<file path="src/hw/rtl/assert_macros.svh">
// Concurrent assertion helpers.
`ifndef ASSERT_MACROS_SVH
`define ASSERT_MACROS_SVH

// checked outside reset
`define DMH_ASSERT(label, clk, rst, prop, msg) \
   label: assert property (@(posedge clk) disable iff (rst) prop) else $error(msg);

// checked at every edge
`define DMH_ASSERT_ALWAYS(label, clk, prop, msg) \
   label: assert property (@(posedge clk) prop) else $error(msg);

`endif

</file>
<file path="src/hw/rtl/dmh_ram.sv">
`default_nettype none
module dmh_ram #(
   parameter int WIDTH = 8,
   parameter int DEPTH = 256
) (
   input  wire logic                     clock,
   input  wire logic                     we,
   input  wire logic [$clog2(DEPTH)-1:0] waddr,
   input  wire logic [WIDTH-1:0]         wdata,
   input  wire logic [$clog2(DEPTH)-1:0] raddr,
   output logic      [WIDTH-1:0]         rdata
);

   logic [WIDTH-1:0] mem_ff [DEPTH];

   always_ff @(posedge clock) begin
      if (we) begin
         mem_ff[waddr] <= wdata;
      end
      rdata <= mem_ff[raddr];
   end

endmodule
`default_nettype wire

</file>
<file path="config.mk">
export PLATFORM = sky130hd
export DESIGN_NAME = dmh_ram
export DESIGN_NICKNAME = d
export VERILOG_FILES = /design/src/hw/rtl/assert_macros.svh /design/src/hw/rtl/dmh_ram.sv
export SDC_FILE = /design/constraint.sdc
export NUM_CORES = 2
export LEC_CHECK = 0
export ABC_CLOCK_PERIOD_IN_PS = 3060
export BUFFER_PORTS_ARGS = -buffer_cell sky130_fd_sc_hd__buf_2
export CAP_MARGIN = 10
export CORE_MARGIN = 4
export CORE_UTILIZATION = 40
export CTS_CLUSTER_DIAMETER = 200
export DETAILED_ROUTE_END_ITERATION = 10
export GPL_TIMING_DRIVEN = 0
export PLACE_DENSITY_LB_ADDON = 0.08
export SETUP_SLACK_MARGIN = 0.4
export SLEW_MARGIN = 20
export SYNTH_ARGS = -nofsm -noshare
export SYNTH_HDL_FRONTEND = slang
export SYNTH_SLANG_ARGS = --single-unit
</file>
<file path="constraint.sdc">
create_clock -name clock -period 3.06 [get_ports clock]
set_input_delay 0.306 -clock clock [delete_from_list [all_inputs] [get_ports clock]]
set_output_delay 0.306 -clock clock [all_outputs]
set_load 0.01 [all_outputs]
</file>
==> impl_metrics.csv <==
group,metric,value,unit
status,status,"complete, no violations",
placed_design,pre_cts_ws,-1.805,ns
grt,grt_pass1_vias,40510,
clocking,cts_tree,"done",
final_layout,final_cell_area,0.09203,mm^2
synthesis,synth_edf_count,2048,
critical_path,worstPathRequired,3.76,ns
drt,drcViolationCount,0,
pwr,power,60.35,mW
critical_path,critPathMaxFanout,10,
synthesis,synth_cells,3733,
synthesis,yosysWarnings,0,
timing,rsz0062_at_grt,"yes",
floorplan,die_h,454.0,um
clocking,cts_root_buf,"clkbuf_16",
floorplan,rows,163,
timing,slew_violations,0,
timing,layout_setup_ws,0.1998,ns
critical_path,crit_type,"in2reg",
synthesis,synth_top_area_frac,0.7730,
timing,holdWs,0.04061,ns
synthesis,async_flop_share,0,
drt,finalWirelength,266600,um
critical_path,endpoint_kind,"flop",
clocking,cts_sinks,2056,
worst_hold_path,min-delay-start,"wdata[0]",
floorplan,start_util,0.4026,
synthesis,syn-num-nets,3759,
clocking,htree_num_levels,4,
placed_design,dp_hpwl,183900,um
drt,vias,41160,
clocking,clk_pin_slew,0.06,ns
synthesis,ys_types,55,
grt,grt_start_max_net_pins,113,
critical_path,critPathLaunch,"raddr[4]",
floorplan,ios,34,
critical_path,rr_endpoint,"rdata[6]$_DFF_P_",
grt,grt_pass1_wl,359200,um
floorplan,fp.dieW,454.0,um
grt,antenna_found_initial,16,
synthesis,netlist_top_cells_count,"edfxtp_1 (2048), mux4_2 (454), nor2_1 (282)",
synthesis,ys_seq_elements,2056,
timing,max_slew.worst_pin.slew,1.209,ns
critical_path,start_kind,"input pin",
critical_path,r2r-start,"mem_ff[234][6]$_DFFE_PP_",
grt,grt_use_total,0.2585,
synthesis,synth_area,0.07956,mm^2
critical_path,r2r_slack,0.29,ns
synthesis,synth_area_leaders,"edfxtp_1 (77%), mux4_2 (13%), mux2i_1 (1.7%), nor2_1 (1.3%), a22oi_1 (1.3%)",
placed_design,port_buffers,26,
drt,wire_per_inst,38.90,um
grt,grt.overflow.total,0,
floorplan,die_area,0.2061,mm^2
clocking,clk_latency,0.85,ns
synthesis,syn_avg_cell_area,21.31,um^2
drt,via_per_inst,6.005,
floorplan,coreArea,0.1976,mm^2
drt,drt_pre_antenna_iters,7,
worst_hold_path,hold_path.class,"in2reg",
placed_design,place_area,0.08424,mm^2
drt,drt-initial-drc-count,5171,
clocking,cts_buffer_depth,3,
timing,post-route-min-period,2.860,ns
pwr,irDropWorstVdd,0.0006308,V
critical_path,cp.arrival,3.57,ns
final_layout,area_growth,15.68,%
placed_design,gp_congestion,0.9108,
timing,fin_skew,0.02575,ns
critical_path,reg2reg_depth,5,
flow_run,maxCapViolCount,0,
timing,maxSlewHeadroom,0.1910,
synthesis,synth_top_cell_by_area,"edfxtp_1",
pwr,power.density,655.8,mW/mm^2
synthesis,yosysSeqAreaShare,0.7750,
drt,antenna_left,0,
timing,setup_viol,0,
clocking,cts_buffers,217,
final_layout,fin_nets,4057,
pwr,leakage,28.37,nW
timing,hold_viol_final,0,
final_layout,drive_gt1_frac,0.2730,
timing,min_period_over_period,0.9347,
timing,fmaxAchievable,349.6,MHz
synthesis,yosysMostFrequentCell,"edfxtp_1",
synthesis,synth_flop_cell,"edfxtp_1",
worst_hold_path,whs_path_depth,2,
timing,fin_tns_setup,0,ns
worst_hold_path,min_to,"mem_ff[83][0]$_DFFE_PP_",
how the worst max path moves through the flow:
stage                            end  slack, ns
floorplan           rdata[2]$_DFF_P_       0.82
global placement    rdata[3]$_DFF_P_      -3.15
detailed placement  rdata[7]$_DFF_P_      -1.81
CTS                 rdata[6]$_DFF_P_       0.22
global route        rdata[6]$_DFF_P_       0.25
finish              rdata[2]$_DFF_P_       0.20
critical path, stage by stage:
cell and delay [ns]:
buf_2 0.14, buf_4 0.30, clkbuf_2 0.50, or2_2 0.20, buf_1 0.87, a21oi_1 0.37, nor4_4 0.68, nor4_4 0.13
logic make-up after synthesis:
group,Yosys count,share of synthesized area
flip-flops,2056,0.7750
buffers and inverters,235,0.01831
multiplexers,591,0.1462
AND/OR/NAND/NOR,466,0.02628
AO/OA/AOI/OAI,385,0.03419
state kept, by name, summed over array words and instances (netlist names):
name    flops
mem_ff   2048
rdata       8
area by class of cell:
cell class / count / area (um^2)
clock inverters: 141 / 1162
diodes: 6 / 15.01
well taps: 2640 / 3303
clock buffers: 256 / 5662
fillers: 16520 / 105600
multi-input cells: 1442 / 17190
inverters: 2 / 7.507
repair buffers: 79 / 1284
plain buffers: 233 / 1742
flip-flops and latches: 2056 / 61660
timing repair:
item | CTS | global route
gates resized for setup | 188 | 70
hold buffers | 7 | 0
setup buffers | 3 | 0
endpoints found under the setup margin | 128 | 305
hold endpoints to repair | 463 | 0
cloned | 0 | 0
pin swaps | 7 | 5
cells in the final DEF, fill, tap and decap left out, drive strengths merged, types with 28 or more instances in the layout:
cell    instances
clkinv        116
a22oi         133
nand2          33
o221ai         47
mux2i         134
nand3          34
clkbuf        368
edfxtp       2048
o22ai          28
mux4          456
buf           191
nor2b          31
a21oi          96
nor2          282
where the power goes:
group / switching (mW) / total [mW] / internal [mW]
Combinational: 2.57 / 3.72 / 1.15
Clock: 11.1 / 25.6 / 14.4
Sequential: 0.0188 / 31.1 / 31.0
metrics by stage:
step,util,std cells
CTS,0.4648,6849
finish,0.4657,6855
global route,0.4656,6849
floorplan,-,3733
detailed placement,0.4263,6442
global placement,0.4199,6399
layer usage:
| layer | routed length (um) | vias to the layer above | global-route usage | part of all wire |
|---|---|---|---|---|
| li1 | - | 16340 | - | - |
| met1 | 113100 | 22530 | 0.3674 | 0.42 |
| met2 | 122000 | 1842 | 0.3977 | 0.46 |
| met3 | 20020 | 444 | 0.05259 | 0.075 |
| met4 | 11560 | 4 | 0.09332 | 0.043 |
| met5 | 27 | - | 0 | 0.00010 |
Power figures use the tool's default switching activity.
