File: src/hw/rtl/assert_macros.svh
// Concurrent assertion helpers.
`ifndef ASSERT_MACROS_SVH
`define ASSERT_MACROS_SVH

// checked outside reset
`define DMH_ASSERT(label, clk, rst, prop, msg) \
   label: assert property (@(posedge clk) disable iff (rst) prop) else $error(msg);

// checked at every edge
`define DMH_ASSERT_ALWAYS(label, clk, prop, msg) \
   label: assert property (@(posedge clk) prop) else $error(msg);

`endif

File: src/hw/rtl/dmh_div.sv
`default_nettype none
module dmh_div #(
   parameter int W  = 8,
   parameter int DW = 4
) (
   input  wire logic          clock,
   input  wire logic          reset,
   input  wire logic          start,
   input  wire logic [W-1:0]  dividend,
   input  wire logic [DW-1:0] divisor,
   output logic               done,
   output logic [W-1:0]       quotient
);

   localparam int CW = $clog2(W + 1);

   logic          busy_ff, busy_in;
   logic          done_ff, done_in;
   logic [CW-1:0] cnt_ff, cnt_in;
   logic [DW-1:0] rem_ff, rem_in;
   logic [DW-1:0] dvs_ff, dvs_in;
   logic [W-1:0]  quo_ff, quo_in;
   logic [DW:0]   trial;
   logic [DW:0]   diff;
   logic [W:0]    shifted;
   logic          ge;

   always_comb begin
      trial   = {rem_ff, quo_ff[W-1]};
      ge      = trial >= {1'b0, dvs_ff};
      diff    = trial - {1'b0, dvs_ff};
      shifted = {quo_ff, ge};
      busy_in = busy_ff;
      done_in = 1'b0;
      cnt_in  = cnt_ff;
      rem_in  = rem_ff;
      dvs_in  = dvs_ff;
      quo_in  = quo_ff;
      if (start) begin
         busy_in = 1'b1;
         cnt_in  = '0;
         rem_in  = '0;
         dvs_in  = divisor;
         quo_in  = dividend;
      end else if (busy_ff) begin
         rem_in = ge ? diff[DW-1:0] : trial[DW-1:0];
         quo_in = shifted[W-1:0];
         cnt_in = cnt_ff + 1'b1;
         if (cnt_ff == CW'(W - 1)) begin
            busy_in = 1'b0;
            done_in = 1'b1;
         end
      end
   end

   always_ff @(posedge clock) begin
      if (reset) begin
         busy_ff <= 1'b0;
         done_ff <= 1'b0;
      end else begin
         busy_ff <= busy_in;
         done_ff <= done_in;
      end
      cnt_ff <= cnt_in;
      rem_ff <= rem_in;
      dvs_ff <= dvs_in;
      quo_ff <= quo_in;
   end

   assign done     = done_ff;
   assign quotient = quo_ff;

endmodule
`default_nettype wire

File: config.mk
export PLATFORM = sky130hd
export DESIGN_NAME = dmh_div
export DESIGN_NICKNAME = d
export VERILOG_FILES = /design/src/hw/rtl/assert_macros.svh /design/src/hw/rtl/dmh_div.sv
export SDC_FILE = /design/constraint.sdc
export NUM_CORES = 1
export LEC_CHECK = 0
export ABC_CLOCK_PERIOD_IN_PS = 1900
export BUFFER_PORTS_ARGS = -buffer_cell sky130_fd_sc_hd__buf_2
export CAP_MARGIN = 40
export CORE_MARGIN = 2
export CORE_UTILIZATION = 29
export CTS_CLUSTER_SIZE = 25
export DETAILED_ROUTE_END_ITERATION = 16
export SYNTH_ARGS = -nofsm -noshare
export SYNTH_HDL_FRONTEND = slang
export SYNTH_SLANG_ARGS = --single-unit
File: constraint.sdc
create_clock -name clock -period 1.9 [get_ports clock]
set_input_delay 0.095 -clock clock [delete_from_list [all_inputs] [get_ports clock]]
set_output_delay 0.095 -clock clock [all_outputs]
set_load 0.01 [all_outputs]
==> results.py, run 1 <==
metrics = {
    "cts": {
        "root_buffer": "clkbuf_4",
        "cts.sinks": 22,
        "clk-insertion-delay-late_ns": 0.31,
        "clk_pin_slew_worst_paths_ns": 0.13,
        "h-tree-depth": 1,
        "clock_path_buffers": 2,
        "tritoncts": "yes",
        "cts_buffers": 3,
    },
    "grt": {
        "track_usage": 0.103,
        "grt_max_degree": 25,
        "grt_pass1_wl_um": 3220,
        "grt_overflow": 0,
        "grt_pass1_vias": 713,
        "antenna_found_initial": 0,
    },
    "worst_setup_path": {
        "critical_path.max_stage_delay_ns": 0.35,
        "path_class": "reg -> reg",
        "startpoint_type": "flop",
        "crit_path_end_kind": "flop",
        "path_delay_family": "simple AND/OR/NAND/NOR gates",
        "cp.arrival_ns": 1.91,
        "required_ns": 1.98,
        "path_buf_inv": 0,
        "path_cells": "ha_1 > or2_1 > o221a_4 > or2_4 > mux2_2",
        "cp_slowest_cell": "dfxtp_1",
        "cp_max_fo": 5,
    },
    "yosys": {
        "synthCells": 85,
        "synth_fa_ha_area_frac": 0.0792,
        "ys_ff_latch": 22,
        "async_flop_share": 0,
        "syn-cell-area_um2": 1040,
        "yosys.area.top_type": "edfxtp_1",
        "synth-simple-area-share": 0.127,
        "synth_xor_area_frac": 0.0336,
        "synth-main-ff-cell": "edfxtp_1",
        "synth_edf_count": 12,
        "ys_seq_area_frac": 0.538,
        "synthMuxAreaShare": 0.0960,
        "avgSynthCellArea_um2": 12.3,
        "synth_compound_area_frac": 0.0936,
        "syn-num-nets": 106,
        "synth_top_area_frac": 0.346,
        "synth.top_cells.by_area": "edfxtp_1 35%, dfxtp_1 19%, mux2_2 8.6%, ha_1 6.0%, nor2_1 2.5%",
        "ys.warnings.count": 0,
        "synth_top_family_by_area": "simple AND/OR/NAND/NOR gates",
        "synth_cell_types": 30,
    },
    "pwr": {
        "p_comb_frac": 0.228,
        "power_density_nw_per_um2": 790,
        "p_int_uw": 752,
        "leakagePower_uw": 0.000554,
        "p_clk_frac": 0.207,
        "pwr-share-seq": 0.565,
        "switchingPower_uw": 278,
        "p_sw_frac": 0.270,
        "vdd_drop_max_uv": 202,
    },
    "die": {
        "ios": 24,
        "core_area_um2": 3390,
        "rows": 21,
        "die_w_um": 64.0,
        "die_y_um": 64.0,
        "die-area_um2": 4090,
        "start_util": 0.307,
    },
    "sta": {
        "finalHoldViolations": 0,
        "finalSetupViolations": 0,
        "slew_viol_final": 0,
        "grt_setup_unrepaired": "false",
        "worst_pin_slew_ns": 0.497,
        "min_period_ns": 1.84,
        "period_share": 0.967,
        "relSlewSlack": 0.668,
        "fin_tns_setup_ns": 0,
        "finClkSkew_ns": 0.0142,
        "fmax_ghz": 0.544,
    },
    "finish": {
        "fin_nets": 138,
        "syn2layout_area_growth_pct": 25.0,
        "drive_above_1_share": 0.362,
        "antennaDiodeCount": 0,
        "utilization": 0.384,
    },
    "placed_design": {
        "dp_hpwl_um": 1430,
        "gp_congestion": 0.852,
        "io_buffers": 23,
    },
    "route": {
        "avgRoutedWirePerCell_um": 12.3,
        "drtIter0Drc": 18,
        "ant_nets": 0,
        "drt_pass1_iterations": 4,
        "drc": 0,
        "vias": 739,
        "wirelength_um": 1990,
        "vias_per_cell": 4.56,
    },
    "run": {
        "cap_violations": 0,
    },
    "worst_hold_path": {
        "hp-class": "in -> reg",
    },
    "run_status": {
        "status": "complete, no violations",
    },
}
[routing by layer]
metal	GRT usage	up-vias	share of wire
met4	0.0571	0	0
li1	-	375	-
met2	0.169	12	0.50
met1	0.131	352	0.47
met3	0.0123	0	0.025
met5	0	-	0
[worst paths after layout]
check                    from     endpoint  slack [ns]  cells after the start
setup reg to reg    rem_ff[1]  quotient[0]        0.06                      5
hold reg to reg     rem_ff[3]    rem_ff[3]        0.49                      2
setup / recovery    rem_ff[1]  quotient[0]        0.06                      5
hold / removal    dividend[6]  quotient[6]        0.08                      2
[kinds of logic (layout without fill, tap and decap cells)]
kind of cell	Yosys count	count (layout)
compound gates	12	12
xor+xnor	4	4
fa+ha+maj	6	6
buf+inv	9	40
flops	22	22
mux	9	9
simple gates	23	23
[synth_stat cells (2+ instances only)]
cell type,number
nand2_1,3
dfxtp_1,10
clkbuf_1,2
nand4_1,2
o21ai_0,2
o21bai_1,2
xor2_1,3
o22ai_1,2
nor4b_1,2
ha_1,5
mux2_2,8
a311oi_1,2
edfxtp_1,12
nor2_1,7
inv_1,6
nor3b_1,2
nor2b_1,2
[repair_timing]
| action | 4_1_cts | 5_1_grt |
|---|---|---|
| endpoints found under the hold margin | 6 | 0 |
| buffers inserted | 0 | 0 |
| setup endpoints to repair | 0 | 1 |
| resized for setup | 0 | 2 |
| hold buffers | 5 | 0 |
[sequential cells by signal, summed over array words and instances, names as in the netlist]
signal and count:
quotient 8, cnt_ff 4, dvs_ff 4, rem_ff 4, busy_ff 1, done 1
[cell type report]
cell class,instances,area (um2)
fillers,341,2090
flip-flops and latches,22,561
multi-input cells,54,455
repair buffers,30,180
well taps,46,57.6
clock buffers,3,22.5
inverters,6,22.5
clock inverters,1,3.75
[layout by cell type (no fill, tap or decap), types with 2 or more instances in the layout]
cell / n
buf_2: 23
edfxtp_1: 12
dfxtp_1: 10
mux2_2: 8
nor2_1: 7
inv_1: 6
ha_1: 5
dlygate4sd3_1: 5
nand2_1: 3
xor2_1: 3
clkbuf_4: 3
nand4_1: 2
nor3b_1: 2
o22ai_1: 2
o21ai_0: 2
nor4b_1: 2
o21bai_1: 2
a311oi_1: 2
buf_4: 2
[through the flow]
stage / hold WS (ns) / instances / worst slack (ns) / instance area (um2) / power [uW]
after global placement: 0.273 / 153 / 0.0906 / 1220 / 808
after CTS: 0.0713 / 162 / 0.0563 / 1290 / 1030
after global routing: 0.0581 / 162 / 0.00851 / 1300 / 1090
after floorplan: 0.167 / 85 / 0.0876 / 1040 / 740
after detailed placement: 0.274 / 153 / 0.0493 / 1220 / 814
final: 0.0790 / 162 / 0.0626 / 1300 / 1030
[power groups by stage]
stage	clock (uW)	sequential [uW]	combinational [uW]
after detailed placement	0	592	221
after global placement	0	591	217
after CTS	219	582	231
after floorplan	0	595	145
final	213	582	235
after global routing	245	589	261
Note: power is estimated with default switching activity, not from simulation.
==> inputs of run 2 (changes only) <==
--- a/config.mk
+++ b/config.mk
@@ -5,6 +5,7 @@
 export SDC_FILE = /design/constraint.sdc
 export NUM_CORES = 1
 export LEC_CHECK = 0
+export ABC_AREA = 1
 export ABC_CLOCK_PERIOD_IN_PS = 1900
 export BUFFER_PORTS_ARGS = -buffer_cell sky130_fd_sc_hd__buf_2
 export CAP_MARGIN = 40
==> run 2 against run 1 <==
Against the previous run:
- clock skew is 0.0035 ns lower
- sequential share of layout area is 0.12 points higher
- register-to-register slack better by 0.32 ns
- global-route usage is 0.98 points higher
- critical endpoint unchanged
- highest routed layer is now met4
==> results.py, run 2 <==
metrics = {
    "worst_setup_path": {
        "cp.arrival_ns": 1.57,
        "worstReg2RegStart": "dvs_ff[2]",
        "r2r_end": "quotient[0]",
        "startpoint_type": "flop",
        "reg2reg_slack_ns": 0.38,
        "path_class": "reg -> reg",
        "reg2reg_depth": 6,
        "crit_path_end_kind": "flop",
        "cp_max_fo": 6,
        "required_ns": 1.95,
    },
    "yosys": {
        "synth_edf_count": 12,
        "syn-num-nets": 139,
        "yosys.area.top_type": "edfxtp_1",
        "syn-cell-area_um2": 1060,
        "ys_ff_latch": 22,
        "synth-main-ff-cell": "edfxtp_1",
        "avgSynthCellArea_um2": 8.98,
        "ys_seq_area_frac": 0.529,
        "synth_top_area_frac": 0.340,
        "yosysMostFrequentCell": "nand2_1",
        "yosys-top-cells-count": "43 x nand2_1, 12 x edfxtp_1, 12 x inv_1",
        "ys.warnings.count": 0,
        "synth.top_cells.by_area": "edfxtp_1 34%, dfxtp_1 19%, nand2_1 15%, ha_1 5.9%, inv_1 4.3%",
        "synth_cell_types": 24,
        "async_flop_share": 0,
        "synthCells": 118,
    },
    "route": {
        "drt_pass1_iterations": 4,
        "wl_met2_um": 985,
        "drc": 0,
        "wirelength_um": 2080,
        "wl_met3_um": 123,
        "vias": 848,
        "avgRoutedWirePerCell_um": 10.7,
        "drt-met1-wl_um": 953,
        "vias_per_cell": 4.37,
        "ant_nets": 0,
        "drtIter0Drc": 23,
        "top_layer": "met4",
    },
    "cts": {
        "tritoncts": "yes",
        "cts.sinks": 22,
        "clk-insertion-delay-late_ns": 0.30,
        "post_cts_buffers": 0,
        "cts_buffers": 3,
        "clk_pin_slew_worst_paths_ns": 0.13,
        "h-tree-depth": 1,
        "root_buffer": "clkbuf_4",
        "clock_path_buffers": 2,
    },
    "die": {
        "start_util": 0.310,
        "die_y_um": 64.5,
        "die_w_um": 64.5,
        "rows": 21,
        "die-area_um2": 4150,
        "ios": 24,
        "core_area_um2": 3420,
    },
    "pwr": {
        "p_comb_frac": 0.239,
        "vdd_drop_max_uv": 453,
        "power_density_nw_per_um2": 809,
        "leakagePower_uw": 0.000634,
        "switchingPower_uw": 314,
        "pwr-share-seq": 0.551,
        "p_clk_frac": 0.209,
        "p_int_uw": 736,
        "p_sw_frac": 0.299,
    },
    "sta": {
        "holdWs_ns": 0.0494,
        "fmax_ghz": 0.657,
        "min_period_ns": 1.52,
        "slew_viol_final": 0,
        "grt_setup_unrepaired": "false",
        "worst_pin_slew_ns": 0.377,
        "fin_tns_setup_ns": 0,
        "relSlewSlack": 0.749,
        "period_share": 0.801,
        "finClkSkew_ns": 0.0107,
        "finalHoldViolations": 0,
        "finalSetupViolations": 0,
    },
    "grt": {
        "grt_pass1_vias": 887,
        "grt_pass1_wl_um": 3740,
        "grt_max_degree": 16,
        "track_usage": 0.113,
        "antenna_found_initial": 0,
        "grt_overflow": 0,
    },
    "finish": {
        "syn2layout_area_growth_pct": 22.6,
        "drive_above_1_share": 0.223,
        "layout_commonest_cell": "nand2_1",
        "antennaDiodeCount": 0,
        "layout_common_cells": "43 x nand2_1, 23 x buf_2, 12 x inv_1, 12 x edfxtp_1, 10 x dfxtp_1",
        "largest_register_ffs": 8,
        "fin_nets": 170,
        "fill_cells": 379,
    },
    "worst_hold_path": {
        "worstHoldEndpoint": "quotient[6]",
        "hp-start": "dividend[6]",
        "hp-class": "in -> reg",
        "whs_path_depth": 3,
    },
    "placed_design": {
        "gp_congestion": 0.810,
        "io_buffers": 23,
        "dp_hpwl_um": 1610,
    },
    "run_status": {
        "status": "complete, no violations",
    },
    "run": {
        "cap_violations": 0,
    },
}
run 2: cell types whose count changed after synthesis, sizes merged, moves of 3 or more:
cell,previous run,this run
mux2,8,0
nor3,0,3
inv,6,13
nand2,3,45
nand3,0,7
run 2: what timing repair did:
action,CTS,global route
resized for setup,0,0
hold endpoints to repair,6,0
hold buffers,5,0
run 2: cells by family (layout without fill, tap and decap cells):
kind of cell / count (synthesis) / after routing / share of synthesized area
AOI/OAI and AO/OA: 6 / 6 / 0.0307
xor gates and xnor gates: 1 / 1 / 0.00827
adders and majority gates: 6 / 6 / 0.0779
buffers and inverters: 16 / 46 / 0.0590
DFF: 22 / 22 / 0.529
and+or+nand+nor: 67 / 67 / 0.295
run 2: final cells by class:
type | instances | area (um2) | share of cell area
clock buffer | 4 | 26.3 | 0.0202
inverter | 14 | 52.6 | 0.0405
multi-input combinational | 80 | 437 | 0.336
sequential | 22 | 561 | 0.432
tap | 46 | 57.6 | 0.0443
timing repair buffer | 28 | 165 | 0.127
run 2: how the worst max path moves through the flow:
stage,from,to,slack (ns),cells past startpoint
final,dvs_ff[2],quotient[0],0.38,6
after global routing,dvs_ff[1],rem_ff[2],0.30,9
after CTS,dvs_ff[2],quotient[0],0.41,6
after detailed placement,dvs_ff[2],quotient[0],0.45,6
after global placement,dvs_ff[2],quotient[0],0.51,6
after floorplan,quotient[7],rem_ff[2],0.48,7
run 2: layer usage:
metal,up-vias,global-route usage
li1,442,-
met1,378,0.149
met2,26,0.186
met3,2,0.0208
met4,0,0.0399
met5,-,0
run 2: critical path, stage by stage, from the launching register on:
cell and delay [ns]:
edfxtp_1 0.34, inv_1 0.04, ha_1 0.33, a21oi_1 0.22
nand2_1 0.14, nand2_4 0.11, a31oi_1 0.08
run 2: power by group through the flow:
stage               registers, uW  clock network, uW  logic [uW]
global placement              588                  0         235
floorplan                     593                  0         164
CTS                           580                226         252
finish                        579                220         251
detailed placement            589                  0         244
global route                  586                244         285
run 2: through the flow:
stage,std cells,area [um2],total power [uW],utilization,setup WS (ns)
2_1_floorplan,118,1060,758,-,0.484
3_3_place_gp,185,1220,822,0.358,0.514
3_5_place_dp,185,1220,833,0.358,0.447
4_1_cts,194,1300,1060,0.380,0.413
5_1_grt,194,1300,1110,0.380,0.296
6_report,194,1300,1050,0.380,0.378
